### src/design/rrbc_pkg.sv
`timescale 1ns / 1ps

package rrbc_pkg;

    localparam int RAM_BANKS_DEF  = 4;
    localparam int RAM_BANK_BYTES = 8192;
    localparam int ROM_BANKS_MAX  = 128;

    localparam int ADDR_W      = 16;
    localparam int DATA_W      = 8;
    localparam int ROM_ADDR_W  = 21;
    localparam int ROM_BANK_W  = 7;
    localparam int LOW_BANK_W  = 5;
    localparam int HIGH_BANK_W = 2;
    localparam int RAM_SEL_W   = 2;
    localparam int BANK_OFF_W  = $clog2(RAM_BANK_BYTES);
    localparam int ROM_OFF_W   = 14;
    localparam int SRC_W       = 2;

    localparam int APB_AW = 4;
    localparam int APB_DW = 32;

    localparam logic [APB_AW-1:0] REG_ROM_BANK_COUNT = 4'h0;
    localparam logic [APB_AW-1:0] REG_RAM_BANK_COUNT = 4'h4;
    localparam logic [APB_AW-1:0] REG_HAS_RAM        = 4'h8;

    localparam logic [7:0] ROM_BANK_COUNT_RST = 8'd2;
    localparam logic [2:0] RAM_BANK_COUNT_RST = 3'd1;
    localparam logic       HAS_RAM_RST        = 1'b0;

    localparam logic CMD_READ  = 1'b0;
    localparam logic CMD_WRITE = 1'b1;

    localparam logic [SRC_W-1:0] SRC_ROM      = 2'd0;
    localparam logic [SRC_W-1:0] SRC_RAM      = 2'd1;
    localparam logic [SRC_W-1:0] SRC_RAM_OFF  = 2'd2;
    localparam logic [SRC_W-1:0] SRC_INVALID  = 2'd3;

    localparam logic [3:0]        RAM_EN_KEY     = 4'hA;
    localparam logic [DATA_W-1:0] RAM_OFF_DATA   = 8'hFF;
    localparam logic [LOW_BANK_W-1:0] LOW_BANK_MASK = 5'h1F;

    typedef struct packed {
        logic [7:0] rom_bank_count;
        logic [2:0] ram_bank_count;
        logic       has_ram;
    } t_cfg;

    typedef struct packed {
        logic                  ram_enabled;
        logic [ROM_BANK_W-1:0] active_rom_bank;
        logic [RAM_SEL_W-1:0]  active_ram_bank;
    } t_bank_state;

    typedef struct packed {
        logic              wr;
        logic [ADDR_W-1:0] bus_address;
        logic [DATA_W-1:0] write_value;
    } t_bank_wr;

endpackage

### src/design/rrbc_cfg.sv
`timescale 1ns / 1ps

module rrbc_cfg (
    input  logic                        i_clk,
    input  logic                        i_rst_n,
    input  logic                        psel,
    input  logic                        penable,
    input  logic                        pwrite,
    input  logic [rrbc_pkg::APB_AW-1:0] paddr,
    input  logic [rrbc_pkg::APB_DW-1:0] pwdata,
    output logic [rrbc_pkg::APB_DW-1:0] prdata,
    output logic                        pready,
    output rrbc_pkg::t_cfg              o_cfg
);

    rrbc_pkg::t_cfg r_cfg;
    logic           wr_en;

    assign wr_en  = psel && penable && pwrite;
    assign pready = 1'b1;
    assign o_cfg  = r_cfg;

    always_ff @(posedge i_clk) begin
        if (!i_rst_n) begin
            r_cfg.rom_bank_count <= rrbc_pkg::ROM_BANK_COUNT_RST;
            r_cfg.ram_bank_count <= rrbc_pkg::RAM_BANK_COUNT_RST;
            r_cfg.has_ram        <= rrbc_pkg::HAS_RAM_RST;
        end else if (wr_en) begin
            case (paddr)
                rrbc_pkg::REG_ROM_BANK_COUNT: r_cfg.rom_bank_count <= pwdata[7:0];
                rrbc_pkg::REG_RAM_BANK_COUNT: r_cfg.ram_bank_count <= pwdata[2:0];
                rrbc_pkg::REG_HAS_RAM:        r_cfg.has_ram        <= pwdata[0];
                default: ;
            endcase
        end
    end

    always_comb begin
        case (paddr)
            rrbc_pkg::REG_ROM_BANK_COUNT: prdata = {24'd0, r_cfg.rom_bank_count};
            rrbc_pkg::REG_RAM_BANK_COUNT: prdata = {29'd0, r_cfg.ram_bank_count};
            rrbc_pkg::REG_HAS_RAM:        prdata = {31'd0, r_cfg.has_ram};
            default:                      prdata = '0;
        endcase
    end

endmodule

### config.mk
export PLATFORM = sky130hd
export DESIGN_NAME = rrbc_cfg
export DESIGN_NICKNAME = d
export VERILOG_FILES = /design/src/design/rrbc_pkg.sv /design/src/design/rrbc_cfg.sv
export SDC_FILE = /design/constraint.sdc
export NUM_CORES = 1
export LEC_CHECK = 0
export BUFFER_PORTS_ARGS = -buffer_cell sky130_fd_sc_hd__buf_4
export CORE_MARGIN = 5
export CORE_UTILIZATION = 36
export CTS_BUF_LIST = sky130_fd_sc_hd__clkbuf_16
export DETAILED_ROUTE_END_ITERATION = 6
export PLACE_DENSITY = 0.84
export SYNTH_ARGS = -nofsm -noshare
export SYNTH_HDL_FRONTEND = slang
export SYNTH_SLANG_ARGS = --single-unit
export TNS_END_PERCENT = 1
### constraint.sdc
create_clock -name i_clk -period 2.5 [get_ports i_clk]
set_input_delay 0.75 -clock i_clk [delete_from_list [all_inputs] [get_ports i_clk]]
set_output_delay 0.75 -clock i_clk [all_outputs]
set_load 0.02 [all_outputs]
# Word-level counts from Yosys, hierarchy flattened
# Cells that the tools add are included.
[totals]
inputBits = 41
output_inout_bits = 45
ff_bits = 12
word_cells = 12
[classes]
muxes = 1
n_reduce_logical = 6
n_eq_ne = 2
[op_table]
columns = ["op", "n"]
rows = [
  ["one-hot mux 8 bit (3 select lines)", 1],
  ["AND reduction 2 bit", 3],
  ["== test 4 x 3 -> 1 bit (second input constant)", 1],
  ["== test 4 bit (second input constant)", 1],
  ["zero test 4 bit", 1],
  ["logical AND 1 bit", 2],
]

# Longest topological paths before layout
[logic_depth]
word_depth = 3
ltp_mapped = 4
depth_no_buf = 3

# Worst setup path before layout
# No wires, ideal clock.
[synth_timing]
path_kind = "input port to output port"
startpoint = "input port paddr[1] in the netlist's numbering"
endpoint = "output port prdata[1] in the netlist's numbering"
path_stages = 2
arrival_ps = 1447
slack_ps = 303
path_buffers = 0
required_ps = 1750
path_cell_list = "nor4_4 -> a22o_1"
[synth_between]
elab_chain_len = 2
elab_cells_between_ends = 4
cone_classes = "eq/ne (2); mux (1); reduce/logical (1)"
[synth_rtl]
columns = ["item", "line", "source"]
rows = [
  ["start: declaration", "rrbc_cfg.sv:9", "input logic [rrbc_pkg::APB_AW-1:0] paddr,"],
  ["== test 4 bit, or another cell as far along", "rrbc_cfg.sv:39", "case (paddr)"],
  ["one-hot mux 8 bit (3 select lines) *", "rrbc_cfg.sv:39", ""],
  ["end: declaration", "rrbc_cfg.sv:11", "output logic [rrbc_pkg::APB_DW-1:0] prdata,"],
]
# Every way passes the cells marked *; elsewhere a longest branch is shown, timed or not.

# Worst setup path after layout
# Same ends and word-level chain as after synthesis.

==> run summary <==
Hold-critical path endpoint: o_cfg[2]. The final worst slack is 0.111 ns. The clock tree buffer depth is 2, and the number of placement rows is 17. For the number of global-route vias before repair, the log shows 656.

The clock reaches the later pin of the worst-skew pair after 0.23 ns. Setup repair after global routing left no endpoint under its margin. The endpoint identified for the worst register-to-register timing path is o_cfg[1]. The logs give 1.48 mm for the HPWL reported at the end of detailed placement and 0 for the max-capacitance violation count.

The iteration count of the initial detailed-routing pass was 3; the timing-limited maximum frequency was 419 MHz. The count of input and output buffers is 36, and the synthesized instance count is 93. Prior to clock tree synthesis, the placed netlist has a worst setup slack of 0.0925 ns.

The netlist uses 17 different library cells. The tools report the placed cell count as 154. The number of sinks driven by the clock tree was 12; the internal cell power was 425 µW. The analysis attributes to cell leakage a power of 0.000529 µW. Post-CTS timing repair inserted 0 buffers for setup. The Yosys step of the flow raised 0 warnings. The arrival time reported for the critical path endpoint was 1.64 ns. The run finished with clean final reports. Averaged over all synthesized cells, the footprint is 8.44 µm². The number of antenna violations at the first check in global routing came out at 0. The via-per-instance ratio works out to 4.20. For the number of gates resized after cts, the log shows 0.

STA classifies the critical path endpoint as a primary output. The routed design has 1.79 mm of wire. After clock tree synthesis, the flow added hold-fix buffers numbering 0. Routability-driven placement finished with a final weighted congestion of 0.816. The depth of the CTS H-tree is 1, and the critical path required time is 1.75 ns. Pin placement for this block handled 86 I/O pins. Summed over all nets, the switching power comes to 130 µW.

The via count is 660. Between clock sinks in the finished design, the worst skew comes to 0 ns. The worst register-to-register path has a depth of 2. In this run the worst hold path is classified as register to register. TritonCTS created 3 clock buffers.

The worst-case IR drop observed on VDD is 0.334 mV. Setup violations remaining at the end of the flow were counted as 0. The overall global routing resource usage was 0.111; the flip-flop and latch count after synthesis was 12. Portion of the clock cycle consumed by the worst path in the final layout: 0.956.

Across all register-to-register paths, the minimum setup slack is 1.88 ns. The hold violation count in the final report came out at 0. The worst setup path is launched from a primary input.

In this run the standard cell core region covers 0.00215 mm². The clock-pin slew on the worst setup and hold paths was 0.04 ns; the DRC violation total after the first TritonRoute iteration was 9. Sequential-to-total area share from yosys stat: 0.306.

The tools report the power share of the clock group as 0.509. The global route total overflow is 0, and the final hold slack is 0.468 ns. The switching fraction of total power was 0.234; the part of the total power dissipated in combinational logic was 0.142. The startpoint identified for the worst hold timing path is o_cfg[2]. Adding up every negative setup slack in the final design gives 0 ns.

Number of pins with negative max-slew slack in the final report: 0. The run gives 0 as the detailed-route DRC error count. The tools report the sequential fraction of design power as 0.349. Entering global routing, the biggest net connects 21 pins. In the final routed layout, each cell accounts on average for 11.4 µm.

For the total die area, the log shows 0.00321 mm². The finished layout holds 157 standard cells, fillers aside. TritonCTS built the clock tree.

The run gives 0.365 as the initial cell density of the core. Along the worst path, the maximum fanout reaches 10. 0 antenna diodes ended up in the layout. The die width was 56.7 µm; the post-route minimum period was 2.39 ns.

The register with the most flip-flops in the layout has 12 of them. In this run the vertical extent of the chip is 56.7 µm. Compared with the post-synthesis result, the final layout area differs by 35.1%. In this run the remaining antenna-violating nets after routing total 0. After the last flow step, the layout net total stands at 172.

Post-layout total power: 554 µW. The power per cell area was 523 mW/mm²; the combined area of all synthesized cells was 785 µm². Share of post-route cells with drive strength above 1: 0.333. The worst register-to-register path begins at o_cfg[1]. The tree is rooted in a clkbuf_16. The critical path is of the primary input to primary output type. The number of cells on the worst hold path was 2; the wire length of the first global-routing pass was 2.86 mm.
## how the worst max path moves through the flow
stage	startpoint	end	slack (ns)	cells after the start
final	paddr[1]	prdata[1]	0.11	5
after detailed placement	paddr[1]	prdata[2]	0.09	5
after global placement	paddr[1]	prdata[2]	0.12	5
after global routing	paddr[1]	prdata[4]	0.05	5
after CTS	paddr[1]	prdata[2]	0.09	5
after floorplan	paddr[1]	prdata[1]	0.30	2
## power groups by stage
stage | Sequential, µW | Combinational, µW | Clock, µW
6_report | 194 | 78.8 | 282
5_1_grt | 194 | 84.8 | 300
4_1_cts | 194 | 78.3 | 286
3_5_place_dp | 197 | 78.3 | 0
3_3_place_gp | 197 | 76.7 | 0
2_1_floorplan | 198 | 77.4 | 0
## logic make-up (layout without fill, tap and decap cells)
group / Yosys count / after routing / synth area share
multiplexers: 10 / 10 / 0.128
buffers and inverters: 30 / 43 / 0.273
AO/OA/AOI/OAI: 5 / 5 / 0.0526
AND/OR/NAND/NOR: 34 / 34 / 0.231
other: 2 / 25 / 0.00957
flip-flops: 12 / 12 / 0.306
## final cells by class
| class | count | area [µm²] |
|---|---|---|
| well taps | 28 | 35.0 |
| fillers | 226 | 1090 |
| repair buffers | 38 | 285 |
| flip-flops and latches | 12 | 240 |
| inverters | 2 | 7.51 |
| multi-input cells | 74 | 417 |
| clock buffers | 3 | 75.1 |
## per-layer routing
layer  track usage  up-vias  part of all wire
met5             0        -                 0
met4        0.0305        0                 0
met3        0.0437        0             0.094
met2         0.201       30              0.54
met1         0.117      302              0.36
li1              -      328                 -
## critical path, stage by stage
cell and delay [ns]:
buf_4 0.13, nor4_4 0.26, buf_4 0.21, a22o_1 0.15, buf_4 0.13
## stage by stage
step / cell area, µm² / util
global placement: 985 / 0.458
floorplan: 871 / -
detailed placement: 985 / 0.458
CTS: 1060 / 0.493
global route: 1060 / 0.493
finish: 1060 / 0.493
## Yosys cell counts (all sizes together)
library cell | number | area [µm²]
nor4 | 1 | 21.3
o211ai | 2 | 15.0
conb | 2 | 7.51
nand3 | 3 | 15.0
a32oi | 1 | 8.76
dfxtp | 12 | 240
nand2 | 20 | 75.1
buf | 26 | 199
nor4b | 1 | 15.0
and2 | 7 | 43.8
nor3 | 1 | 5.00
a22o | 2 | 17.5
mux2i | 10 | 100
inv | 2 | 7.51
and3 | 1 | 6.26
clkbuf | 2 | 7.51
## cells in the final DEF, fill, tap and decap left out, drive strengths merged
cell type	synthesis	routed
conb	2	25
mux2i	10	10
o211ai	2	2
inv	2	2
nor4b	1	1
a22o	2	2
dfxtp	12	12
and3	1	1
nand2	20	20
nand3	3	3
a32oi	1	1
nor4	1	1
buf	26	38
and2	7	7
clkbuf	2	3
nor3	1	1
Note: power is estimated with default switching activity, not from simulation.
