`src/design/rrbc_pkg.sv`:
```
`timescale 1ns / 1ps

package rrbc_pkg;

    localparam int RAM_BANKS_DEF  = 4;
    localparam int RAM_BANK_BYTES = 8192;
    localparam int ROM_BANKS_MAX  = 128;

    localparam int ADDR_W      = 16;
    localparam int DATA_W      = 8;
    localparam int ROM_ADDR_W  = 21;
    localparam int ROM_BANK_W  = 7;
    localparam int LOW_BANK_W  = 5;
    localparam int HIGH_BANK_W = 2;
    localparam int RAM_SEL_W   = 2;
    localparam int BANK_OFF_W  = $clog2(RAM_BANK_BYTES);
    localparam int ROM_OFF_W   = 14;
    localparam int SRC_W       = 2;

    localparam int APB_AW = 4;
    localparam int APB_DW = 32;

    localparam logic [APB_AW-1:0] REG_ROM_BANK_COUNT = 4'h0;
    localparam logic [APB_AW-1:0] REG_RAM_BANK_COUNT = 4'h4;
    localparam logic [APB_AW-1:0] REG_HAS_RAM        = 4'h8;

    localparam logic [7:0] ROM_BANK_COUNT_RST = 8'd2;
    localparam logic [2:0] RAM_BANK_COUNT_RST = 3'd1;
    localparam logic       HAS_RAM_RST        = 1'b0;

    localparam logic CMD_READ  = 1'b0;
    localparam logic CMD_WRITE = 1'b1;

    localparam logic [SRC_W-1:0] SRC_ROM      = 2'd0;
    localparam logic [SRC_W-1:0] SRC_RAM      = 2'd1;
    localparam logic [SRC_W-1:0] SRC_RAM_OFF  = 2'd2;
    localparam logic [SRC_W-1:0] SRC_INVALID  = 2'd3;

    localparam logic [3:0]        RAM_EN_KEY     = 4'hA;
    localparam logic [DATA_W-1:0] RAM_OFF_DATA   = 8'hFF;
    localparam logic [LOW_BANK_W-1:0] LOW_BANK_MASK = 5'h1F;

    typedef struct packed {
        logic [7:0] rom_bank_count;
        logic [2:0] ram_bank_count;
        logic       has_ram;
    } t_cfg;

    typedef struct packed {
        logic                  ram_enabled;
        logic [ROM_BANK_W-1:0] active_rom_bank;
        logic [RAM_SEL_W-1:0]  active_ram_bank;
    } t_bank_state;

    typedef struct packed {
        logic              wr;
        logic [ADDR_W-1:0] bus_address;
        logic [DATA_W-1:0] write_value;
    } t_bank_wr;

endpackage

```
`src/design/rrbc_bank.sv`:
```
`timescale 1ns / 1ps

module rrbc_bank #(
    parameter int RAM_BANKS = rrbc_pkg::RAM_BANKS_DEF
) (
    input  logic                  i_clk,
    input  logic                  i_rst_n,
    input  rrbc_pkg::t_cfg        i_cfg,
    input  rrbc_pkg::t_bank_wr    i_wr,
    output rrbc_pkg::t_bank_state o_state
);

    logic                                r_ram_enabled;
    logic                                r_rom_mode;
    logic [rrbc_pkg::LOW_BANK_W-1:0]     r_low_bank;
    logic [rrbc_pkg::HIGH_BANK_W-1:0]    r_high_bank;
    logic [rrbc_pkg::ROM_BANK_W-1:0]     r_rom_bank;
    logic [rrbc_pkg::RAM_SEL_W-1:0]      r_ram_bank;

    logic [rrbc_pkg::LOW_BANK_W-1:0]     n_low_bank;
    logic [rrbc_pkg::HIGH_BANK_W-1:0]    n_high_bank;
    logic [rrbc_pkg::ROM_BANK_W-1:0]     rom_mask;
    logic [rrbc_pkg::ROM_BANK_W-1:0]     n_rom_bank;
    logic [rrbc_pkg::RAM_SEL_W-1:0]      sel;
    logic [2:0]                          region;
    logic                                ram_sel_ok;

    assign region = i_wr.bus_address[15:13];
    assign sel    = i_wr.write_value[rrbc_pkg::RAM_SEL_W-1:0];

    assign ram_sel_ok = ({1'b0, sel} < i_cfg.ram_bank_count)
                     && (32'(sel) < 32'(RAM_BANKS));

    always_comb begin
        n_low_bank  = r_low_bank;
        n_high_bank = r_high_bank;
        if (region == 3'd1) begin
            n_low_bank = i_wr.write_value[rrbc_pkg::LOW_BANK_W-1:0] & rrbc_pkg::LOW_BANK_MASK;
            if (n_low_bank == '0) begin
                n_low_bank = rrbc_pkg::LOW_BANK_W'(1);
            end
        end
        if (region == 3'd2) begin
            n_high_bank = sel;
        end
        rom_mask   = rrbc_pkg::ROM_BANK_W'(i_cfg.rom_bank_count - 8'd1)
                   & rrbc_pkg::ROM_BANK_W'(rrbc_pkg::ROM_BANKS_MAX - 1);
        n_rom_bank = {n_high_bank, n_low_bank} & rom_mask;
    end

    always_ff @(posedge i_clk) begin
        if (!i_rst_n) begin
            r_ram_enabled <= 1'b0;
            r_rom_mode    <= 1'b1;
            r_low_bank    <= rrbc_pkg::LOW_BANK_W'(1);
            r_high_bank   <= '0;
            r_rom_bank    <= rrbc_pkg::ROM_BANK_W'(1);
            r_ram_bank    <= '0;
        end else if (i_wr.wr) begin
            case (region)
                3'd0: r_ram_enabled <= (i_wr.write_value[3:0] == rrbc_pkg::RAM_EN_KEY);
                3'd1: begin
                    r_low_bank <= n_low_bank;
                    r_rom_bank <= n_rom_bank;
                end
                3'd2: begin
                    if (r_rom_mode) begin
                        r_high_bank <= n_high_bank;
                        r_rom_bank  <= n_rom_bank;
                    end else if (ram_sel_ok) begin
                        r_ram_bank  <= sel;
                    end
                end
                3'd3: r_rom_mode <= ~i_wr.write_value[0];
                default: ;
            endcase
        end
    end

    assign o_state.ram_enabled     = r_ram_enabled;
    assign o_state.active_rom_bank = r_rom_bank;
    assign o_state.active_ram_bank = r_ram_bank;

endmodule

```
`config.mk`:
```
export PLATFORM = sky130hd
export DESIGN_NAME = rrbc_bank
export DESIGN_NICKNAME = d
export VERILOG_FILES = /design/src/design/rrbc_pkg.sv /design/src/design/rrbc_bank.sv
export SDC_FILE = /design/constraint.sdc
export NUM_CORES = 1
export LEC_CHECK = 0
export BUFFER_PORTS_ARGS = -buffer_cell sky130_fd_sc_hd__buf_2
export CAP_MARGIN = 20
export CORE_ASPECT_RATIO = 0.7
export CORE_MARGIN = 2
export CORE_UTILIZATION = 35
export CTS_BUF_LIST = sky130_fd_sc_hd__clkbuf_2
export DETAILED_ROUTE_END_ITERATION = 10
export PLACE_DENSITY = 0.62
export SLEW_MARGIN = 15
export SYNTH_ARGS = -nofsm -noshare
export SYNTH_HDL_FRONTEND = slang
export SYNTH_SLANG_ARGS = --single-unit
export TNS_END_PERCENT = 5
```
`constraint.sdc`:
```
create_clock -name i_clk -period 1.3 [get_ports i_clk]
set_input_delay 0.065 -clock i_clk [delete_from_list [all_inputs] [get_ports i_clk]]
set_output_delay 0.065 -clock i_clk [all_outputs]
set_load 0.02 [all_outputs]
```
Yosys cells after proc, flatten, opt, wreduce, memory -nomap -nowiden
Index checks and enable logic that the tools add are counted.
Operators by class
  eq/ne operators: 5
  multipliers: 0
  $lt $le $gt $ge: 1
  shifts and indexed selects: 0
  div/mod/pow operators: 0
  muxes and demuxes: 5
  $add $sub $neg: 1
  bitwise logic cells: 3
  reduce and logical (&&, ||, !) cells: 9
Operators with widths (count)
  case mux 7 bit (2 select lines): 1
  two-way mux 5 bit: 2
  AND 7 bit: 1
  two-way mux 7 bit: 1
  subtractor 7 x 1 -> 7 bit, second input constant: 1
  equality test 3 x 2 -> 1 bit, second input constant: 2
  AND reduction 2 bit: 3
  AND reduction 3 bit: 2
  logical NOT 5 bit: 1
  equality test 4 bit, second input constant: 1
  AND reduction 4 bit: 1
  equality test 3 x 1 -> 1 bit, second input constant: 1
  logical NOT 3 bit: 1
  less-than comparator 2 x 3 -> 1 bit: 1
  two-way mux 2 bit: 1
  inequality test 2 bit, second input constant: 1
  inverter 1 bit: 2
  nonzero test 2 bit: 1
Word-level totals
  bits in writable memories: 0
  output and inout bits: 10
  logic and storage cells: 30
  bits in latches: 0
  ROM bits: 0
  bits of input ports: 39
  memories: 0
  register bits after elaboration: 18

Longest topological paths before layout
  word-level depth: 6
  depth in mapped cells: 5
  depth with buffers taken out: 5

Worst setup path after synthesis
OpenSTA, ideal clock, no wires.
  path type: reg2reg
  from: register r_rom_mode
  to: register r_rom_bank[6] (netlist bit)
  stages on the path, launching flop included: 5
  arrival: 1037 ps
  data required time: 1184 ps
  slack: 147 ps
  cell sequence: dfxtp_1 and3b_1 o21ai_4 and3_1 a41o_1
Between the ends
  longest elaborated chain between the ends: 2
RTL lines
  from (decl): RTL line rrbc_bank.sv:14  | logic r_rom_mode;
  from (signal assigned): RTL line rrbc_bank.sv:74  | 3'd3: r_rom_mode <= ~i_wr.write_value[0];
  inequality test 2 bit (no line)
  AND reduction 3 bit (no line)
  to (signal assigned): RTL line rrbc_bank.sv:57  | r_rom_bank <= rrbc_pkg::ROM_BANK_W'(1);
  to (signal assigned): RTL line rrbc_bank.sv:64  | r_rom_bank <= n_rom_bank;
  to (signal assigned): RTL line rrbc_bank.sv:69  | r_rom_bank <= n_rom_bank;
  to (decl): RTL line rrbc_bank.sv:17  | logic [rrbc_pkg::ROM_BANK_W-1:0] r_rom_bank;
Every way passes these cells.
A chain may end at the register's enable or synchronous reset.

Worst setup path in the final report
  from: input port i_cfg[4] (netlist bit)
  to: register r_rom_bank[6] (netlist bit)
Between the ends
  longest elaborated chain between the ends: 4
RTL lines
  from (decl): RTL line rrbc_bank.sv:8  | input rrbc_pkg::t_cfg i_cfg,
  subtractor 7 x 1 -> 7 bit (*): RTL line rrbc_bank.sv:46  | rom_mask = rrbc_pkg::ROM_BANK_W'(i_cfg.rom_bank_count - 8'd1)
  AND 7 bit (*): RTL line rrbc_bank.sv:48  | n_rom_bank = {n_high_bank, n_low_bank} & rom_mask;
  two-way mux 7 bit: RTL line rrbc_bank.sv:67  | if (r_rom_mode) begin
  case mux 7 bit (2 select lines) (*): RTL line rrbc_bank.sv:60  | case (region)
Mark *: on every way between the ends. The rest lies on a longest branch, timed or not. The select of a mux whose other input is x is not followed.

==> summary.md <==
| Metric | Value |
|---|---|
| Status | `completed` |
| Final critical-path setup slack | `0.0482 ns` |
| Post-synth EDFFs | `0` |
| Synth cell types | `38` |
| Start-to-end type of the worst setup path | `primary input to register` |
| Final setup violation count | `0` |
| # diodes | `0` |
| Remaining max-slew budget at the tightest pin | `approximately 77%` |
| Max Clock Skew | `0.00950 ns` |
| Critical Path Start Type | `primary input` |
| Mean routed wirelength per cell | `13.4 um` |
| Count of maximum capacitance violations | `0` |
| Shortest period the worst path allows | `1.25 ns` |
| Longest Clk Path Bufs | `2` |
| Initial core utilization | `36.8%` |
| Share of synthesized flip-flops with an asynchronous set or reset | `0%` |
| Share of Yosys cell area claimed by the top area cell type | `between 30% and 40%` |
| Met1 capacity usage during global routing | `22.0%` |
| Routing usage on met3 | `4.85%` |
| Number of remaining DRC errors | `0` |
| Remaining global-route overflow | `0` |
| Total I/O pin count | `49` |
| Starting DRC count in detailed routing | `16` |
| Core Util, Final | `45.2%` |
| Family with the most delay on the worst path | `buffers and inverters` |
| TritonCTS Buffers | `3` |
| Start point of the worst min-delay path | `i_wr[0]` |
| Detailed-router iteration count before antenna repair | `4` |
| Setup Buffers After CTS | `0` |
| Worst-path cell chain | `dlygate4sd3_1 -> buf_2 -> inv_1 -> ha_2 -> nand3_1 -> xnor2_1 -> a41o_1` |
| Clock tree from TritonCTS | `built` |
| Largest net degree at the start of global routing | `17` |
| Total Routed Length | `2390 um` |
| Final-layout fill cell count | `around 280` |
| Layout cell share with drive strength beyond 1 | `a little over a third` |
| Vias in the first global route | `846` |
| IO buf count | `30` |
| Post-DRT Antenna Nets | `0` |
| Worst hold stages | `3` |
| WP data required | `1.52 ns` |
| Relative area change from synthesis to final layout | `23.0%` |
| Site Rows | `16` |
| Capturing element type of the critical path | `register` |
| Power per cell area | `788 nW/um^2` |
| Unrepaired setup endpoints after global routing | `no` |
| Cell count after synthesis | `108` |
| Clock root buffer | `clkbuf_2` |
| Seq/Total Area, Yosys | `35.2%` |
| Top cell type by total area after synthesis | `dfxtp_1` |
| Cell with the biggest individual delay on the critical path | `dlygate4sd3_1` |
| Critical path buffers and inverters | `3` |
| Launch point of the worst reg-to-reg path | `r_rom_mode` |
| Maximum frequency from static timing analysis | `799 MHz` |
| Slowest Stage Delay on Critical Path | `0.53 ns` |
| Total clock sinks | `18` |
| Yosys warning count | `0` |
| Most frequent standard cell in the layout excluding fill and tap cells | `buf_2` |
| Total standard cell area after synthesis | `between 1000 and 1500 um^2` |
| DPL Wire Length | `between 1500 and 2000 um` |
| Fin. max-slew vios | `0` |
| Register clock-pin slew on the reported worst setup and hold paths | `0.17 ns` |
| Crit-path max FO | `3` |
| H-Tree Level Count | `1` |
| Number of antenna violations at the first check in global routing | `0` |
| Net count, final | `roughly 190` |
| Number of vias per cell after detailed routing | `a little over 5` |
| Wire length of the first global-routing pass | `3890 um` |
| Most area-consuming cells after synthesis | `dfxtp_1 35%, mux2i_1 14%, nand3_1 4.4%` |
| Tcrit/Tclk final | `96.3%` |
| Hold Crit Class | `primary input to register` |
| Worst setup slack for register-to-register paths | `0.10 ns` |
| Destination of the worst hold path | `r_ram_bank[0]` |
| Number of flip-flops and latches in the synthesized netlist | `18` |
| Die Ht | `49.2 um` |
| Count of endpoints failing hold in the final timing report | `0` |
| Most utilized layer in the global route result | `met2` |
| Worst-margin pin slew | `around 0.35 ns` |
| Total global-route track usage | `15.6%` |
| Net Count, Synth | `149` |
| Commonest non-fill, non-tap cells in the layout | `30 x buf_2, 18 x dfxtp_1, 14 x mux2i_1` |
| Arrival time at the worst endpoint | `between 1 and 1.5 ns` |
| Final weighted congestion of routability-driven global placement | `0.779` |
| Worst-skew pair later-pin latency | `0.30 ns` |
| Terminus of the critical flop-to-flop path | `r_rom_bank[2]` |
| Static Leak | `0.563 nW` |
| Die Wd | `a little under 70 um` |
| Count of vias placed by the detailed router | `~900` |
| Area of the die | `between 3000 and 4000 um^2` |
| Met2 usage | `23.6%` |
| Count of cells along the worst register-to-register path | `4` |
| Setup_tns | `0 ns` |
| Maximum ir drop on the vdd rail | `0.630 mV` |
| Pre-CTS setup slack | `0.0770 ns` |
| Per-instance average area after synthesis | `9.48 um^2` |
| Core outline area | `2780 um^2` |
| Top_reg_cell synth | `dfxtp_1` |
| Final hold slack | `0.0388 ns` |
==> worst reg2reg max path, delay by kind of cell, from the launching register on <==
family / cells / cell delay [ns]
AO/OA/AOI/OAI: 2 / 0.41
flip-flops: 1 / 0.36
AND/OR/NAND/NOR: 2 / 0.35
==> power breakdown <==
part / internal (mW) / switching, mW
Combinational: 0.0836 / 0.108
Sequential: 0.560 / 0.00416
Clock: 0.0629 / 0.173
Total: 0.707 / 0.285
==> metal layers <==
layer / vias up / part of all wire, %
li1: 453 / -
met1: 428 / 50
met2: 23 / 45
met3: 0 / 5.7
met4: 0 / 0
met5: - / 0
==> cell usage after synthesis, types with 2 or more instances <==
master / instances
mux2_2: 2
xnor2_1: 4
o41ai_2: 2
nand3_1: 9
o31ai_1: 3
inv_1: 5
nor3_1: 2
ha_1: 2
a21oi_1: 2
dfxtp_1: 18
and3_1: 2
nand2_1: 8
nor2_1: 10
mux2i_1: 14
nand2b_1: 2
==> cell families after synthesis <==
kind of cell,after synthesis,synth area share (%)
flip-flops,18,35.2
AO/OA/AOI/OAI,15,13.8
XOR/XNOR,5,4.28
adder cells (fa/ha/maj),2,2.44
buffers and inverters,9,3.79
AND/OR/NAND/NOR,43,24.6
multiplexers,16,15.9
==> layout make-up <==
type	count	area (um^2)	area share, %
sequential	18	360	28.6
tap	36	45.0	3.58
inverter	6	22.5	1.79
multi-input combinational	81	633	50.3
clock buffer	3	15.0	1.19
timing repair buffer	34	183	14.5
==> state kept, by name (all words and copies together), names as in the netlist <==
register	count
r_high_bank	2
r_low_bank	5
r_ram_bank	2
r_ram_enabled	1
r_rom_bank	7
r_rom_mode	1
==> metrics by stage <==
step	total power, mW	instance area, um^2	cells
after floorplan	0.680	1020	108
after global placement	0.757	1220	174
after detailed placement	0.762	1220	174
after CTS	1.01	1250	178
after global routing	1.04	1260	178
final	0.991	1260	178
==> how the worst max path moves through the flow <==
stage                    start       endpoint  slack (ns)  depth (start not counted)
CTS                   i_cfg[4]  r_rom_bank[5]        0.01                          6
detailed placement  r_rom_mode  r_rom_bank[6]        0.08                          4
global route          i_cfg[4]  r_rom_bank[5]       0.004                          6
finish                i_cfg[4]  r_rom_bank[6]        0.05                          7
global placement    r_rom_mode  r_rom_bank[6]         0.1                          4
floorplan           r_rom_mode  r_rom_bank[6]        0.15                          4
==> timing repair <==
item	4_1_cts	5_1_grt
endpoints found under the hold margin	1	0
setup endpoints to repair	0	3
resized for setup	0	3
hold buffers	1	0
No activity file was read; power rests on OpenSTA's default activity.
